$ cat src/hw/rtl/bsc_div.sv
// pipelined restoring unsigned divider, one quotient bit per stage
module bsc_div #(
    parameter int unsigned NW = 32,
    parameter int unsigned DW = 32,
    parameter int unsigned SW = 1
) (
    input  logic          i_clk,
    input  logic          i_rst_n,
    input  logic          i_en,
    input  logic          i_vld,
    input  logic [NW-1:0] i_num,
    input  logic [DW-1:0] i_den,
    input  logic [SW-1:0] i_side,
    output logic          o_vld,
    output logic [NW-1:0] o_quo,
    output logic [SW-1:0] o_side
);

    logic [DW-1:0] w_rem  [0:NW];
    logic [NW-1:0] w_num  [0:NW];
    logic [NW-1:0] w_quo  [0:NW];
    logic [DW-1:0] w_den  [0:NW];
    logic [SW-1:0] w_side [0:NW];
    logic          w_vld  [0:NW];

    assign w_rem[0]  = '0;
    assign w_num[0]  = i_num;
    assign w_quo[0]  = '0;
    assign w_den[0]  = i_den;
    assign w_side[0] = i_side;
    assign w_vld[0]  = i_vld;

    for (genvar g = 0; g < NW; g++) begin : g_stage
        logic [DW:0]   w_trial;
        logic          w_ge;
        logic [DW:0]   w_diff;
        logic [DW-1:0] r_rem;
        logic [NW-1:0] r_num;
        logic [NW-1:0] r_quo;
        logic [DW-1:0] r_den;
        logic [SW-1:0] r_side;
        logic          r_vld;

        assign w_trial = {w_rem[g], w_num[g][NW-1]};
        assign w_ge    = (w_trial >= {1'b0, w_den[g]});
        assign w_diff  = w_trial - {1'b0, w_den[g]};

        always_ff @(posedge i_clk) begin
            if (!i_rst_n) begin
                r_vld <= 1'b0;
            end else if (i_en) begin
                r_vld <= w_vld[g];
            end
        end

        always_ff @(posedge i_clk) begin
            if (i_en) begin
                r_rem  <= w_ge ? w_diff[DW-1:0] : w_trial[DW-1:0];
                r_num  <= w_num[g] << 1;
                r_quo  <= (w_quo[g] << 1) | NW'(w_ge);
                r_den  <= w_den[g];
                r_side <= w_side[g];
            end
        end

        assign w_rem[g+1]  = r_rem;
        assign w_num[g+1]  = r_num;
        assign w_quo[g+1]  = r_quo;
        assign w_den[g+1]  = r_den;
        assign w_side[g+1] = r_side;
        assign w_vld[g+1]  = r_vld;
    end

    assign o_vld  = w_vld[NW];
    assign o_quo  = w_quo[NW];
    assign o_side = w_side[NW];

endmodule

$ cat config.mk
export PLATFORM = sky130hd
export DESIGN_NAME = bsc_div
export DESIGN_NICKNAME = d
export VERILOG_FILES = /design/src/hw/rtl/bsc_div.sv
export SDC_FILE = /design/constraint.sdc
export NUM_CORES = 2
export LEC_CHECK = 0
export BUFFER_PORTS_ARGS = -buffer_cell sky130_fd_sc_hd__buf_2
export CORE_UTILIZATION = 58
export DETAILED_ROUTE_END_ITERATION = 10
export PLACE_DENSITY = 0.8
export SLEW_MARGIN = 15
export SYNTH_ARGS = -nofsm -noshare
export SYNTH_HDL_FRONTEND = slang
export SYNTH_SLANG_ARGS = --single-unit
export TNS_END_PERCENT = 5
$ cat constraint.sdc
create_clock -name i_clk -period 3.6 [get_ports i_clk]
set_clock_uncertainty 0.2 [all_clocks]
set_input_delay 0 -clock i_clk [delete_from_list [all_inputs] [get_ports i_clk]]
set_output_delay 0 -clock i_clk [all_outputs]
set_load 0.005 [all_outputs]
==> results.ini <==
[cells_and_area]
nets=15122
regArea_um2=91930
syn_to_final_growth_pct=16.89
drive_gt1_share_pct=17.24
multi_input_area_um2=60940
fillers=18838

[yosys]
avgSynthCellArea_um2=12.29
synth_area_um2=156800
ys_warn_count=0
synth.most_common_cell=edfxtp_1
ys_seq_elements=3072
synth_top_cell_area_share_pct=58.22
synth.area.top_cells=edfxtp_1 (58%), ha_1 (7.9%), a21oi_1 (3.1%)
synthFlopType=edfxtp_1
netlist_instances=12755
yosysUniqueCellTypes=116
syn_nets=13848
yosys-top-cells-count=edfxtp_1 (3040), inv_1 (1257), ha_1 (994)
yosys.area.top_type=edfxtp_1
synth_edf_count=3040
async_reset_ff_share_pct=0
yosysSeqAreaShare_pct=58.63

[clocking]
htreeDepth=5
numCtsBuffers=324
cts.sinks=3072
cts_tree=yes
cts-root-buf=clkbuf_16
path_clk_slew_ns=0.07
clkLatencyLatePin_ns=0.97
clockBufferDepth=4

[power_and_ir_drop]
p_per_area_nw_per_um2=923.2
p_leak_nw=74.73
irDropWorstVdd_mv=0.4708

[sta]
max_slew.worst_pin.slew_ns=1.192
setup_ws_ns=-0.1201
rsz0062_at_grt=yes
period_share_pct=103.3
finalSetupViolations=122
fmax_ghz=0.2688
slew_viol_final=0
layout_min_cycle_time_ns=3.720
max_slew_margin_pct=20.51
final_hold_viol_count=0
whs_ns=0.1200

[route]
wl_per_cell_um=21.87
firstDrtPassIters=6
drtAntennaViolNets=0
drtIter0Drc=9275
via_per_inst=5.921
drc=0
vias=105677
wirelength_mm=390.3

[global_routing]
grtUsageTotal_pct=27.91
antenna_found_initial=4
grt_pass1_vias=104626
grt_max_degree=196
grt-ovfl-total=0
grt_pass1_wl_mm=593.1

[worst_setup_path]
critPathLaunchType=flop
crit_path_max_fanout=3
cpMaxStageDelayCell=edfxtp_1
crit_type=flop to flop
crit_top_cell=o211a_1
critPathRequiredTime_ns=4.08
path_cells=ha_1 > nor2b_1 > o31a_1 > o211a_1 > o21ai_2 > a21oi_1 > o211ai_1 > a211oi_1 > o211a_1 > or3_1 > a31o_2
crit_family=compound AO/OA/AOI/OAI gates
crit_arrival_ns=4.20
critPathBufInv=0
endpoint_kind=flop
slowest_delay_ns=0.45
reg2reg_slack_ns=-0.12

[floorplanning]
dieWidth_um=522.0
core_area_um2=268400
io_pins=103
start_util_pct=58.42
die_area_um2=272400
fp.dieH_um=522.0
fp-row-count=190

[run_status]
run_status=finished, violations left
violations=setup timing

[placed_design]
dp_slack_ns=-0.2841
hpwlAfterDp_mm=281.0
io_buffers=102
gp_congestion=0.9585

[worst_hold_path]
holdCritPathClass=primary input to flop

[flow_run]
maxCapViolations=0

repair_timing:
item	in CTS	in global routing
pin swaps	42	106
gates cloned	4	8
hold endpoints to repair	2897	0
resized for setup	119	362
hold buffers	138	0
setup endpoints to repair	459	824
setup buffers	18	45
kinds of logic (layout without fill, tap and decap cells):
logic type / count (synthesis) / in the layout / share of synthesized area (%)
xor gates and xnor gates: 793 / 793 / 4.429
muxes: 538 / 538 / 3.809
DFF: 3072 / 3072 / 58.63
AOI/OAI and AO/OA: 3231 / 3232 / 13.24
and+or+nand+nor: 2522 / 2522 / 7.665
buffers and inverters: 1575 / 3108 / 3.919
other: 0 / 6 / 0
adders and majority gates: 1024 / 1024 / 8.314
final cells by class:
type / count / share of cell area [%]
tap: 3552 / 2.425
sequential: 3072 / 50.15
clock inverter: 203 / 1.226
inverter: 1261 / 2.586
multi-input combinational: 8109 / 33.25
antenna: 6 / 0.008191
clock buffer: 383 / 4.591
timing repair buffer: 1261 / 5.766
final timing paths:
kind | cells after the start | from | to
setup / recovery | 11 | g_stage[26].r_rem[1] | g_stage[27].r_rem[28]
hold / removal | 3 | i_den[1] | g_stage[0].r_rem[7]
setup reg to reg | 11 | g_stage[26].r_rem[1] | g_stage[27].r_rem[28]
hold reg to reg | 0 | g_stage[0].r_num[2] | g_stage[1].r_num[3]
report_power, final:
part | switching (W) | internal, W | total (W)
Clock | 0.0144 | 0.0192 | 0.0336
Combinational | 0.0419 | 0.0367 | 0.0786
Sequential | 0.00586 | 0.0512 | 0.0570
Total | 0.0621 | 0.107 | 0.169
layout by cell type (no fill, tap or decap), drive strengths merged, types with 106 or more instances in the layout:
| cell | synthesis | routed |
|---|---|---|
| xnor2 | 461 | 461 |
| nand3 | 193 | 193 |
| o21ai | 737 | 737 |
| buf | 100 | 1115 |
| inv | 1260 | 1275 |
| dlygate4sd3 | 0 | 138 |
| nor2 | 665 | 665 |
| xor2 | 332 | 332 |
| nor3 | 148 | 148 |
| clkinv | 1 | 130 |
| o21bai | 136 | 136 |
| o21a | 137 | 137 |
| mux2 | 470 | 470 |
| nand2b | 106 | 106 |
| nor2b | 159 | 159 |
| ha | 994 | 994 |
| a21oi | 981 | 982 |
| nand2 | 741 | 741 |
| a21o | 570 | 570 |
| clkbuf | 214 | 389 |
| a31oi | 106 | 106 |
| nand4 | 189 | 189 |
| edfxtp | 3040 | 3040 |
worst min-delay path, cell delays in order:
cell           delay (ns)
dlygate4sd3_1        0.53
buf_2                0.38
o41a_1               0.21
metrics by stage:
step | area (um^2) | setup TNS, ns | power (W) | instances | util [%]
after floorplan | 156800 | 0 | 0.1053 | 12755 | -
after global placement | 168300 | -7.742 | 0.1285 | 17044 | 62.72
after detailed placement | 168300 | -12.09 | 0.1304 | 17044 | 62.72
after CTS | 181200 | -1.280 | 0.1659 | 17790 | 67.50
after global routing | 183300 | -37.59 | 0.1787 | 17846 | 68.29
final | 183300 | -5.536 | 0.1692 | 17847 | 68.29
sequential cells by signal, indices dropped and copies added (netlist names):
register and cells:
o_side 1, g_stage.r_num 496, o_quo 32, o_vld 1
g_stage.r_rem 992, g_stage.r_den 992, g_stage.r_quo 496, g_stage.r_vld 31
g_stage.r_side 31
metal layers:
| layer | share of wire [%] | wire length (um) | global-route usage, % | up-vias |
|---|---|---|---|---|
| met5 | 0 | 0 | 0 | - |
| met4 | 4.8 | 18570 | 12.36 | 0 |
| met3 | 4.8 | 18790 | 2.743 | 1004 |
| met2 | 49 | 191100 | 47.74 | 3511 |
| met1 | 41 | 161800 | 36.13 | 51439 |
| li1 | - | - | - | 49723 |
(Power assumes the default switching activity.)
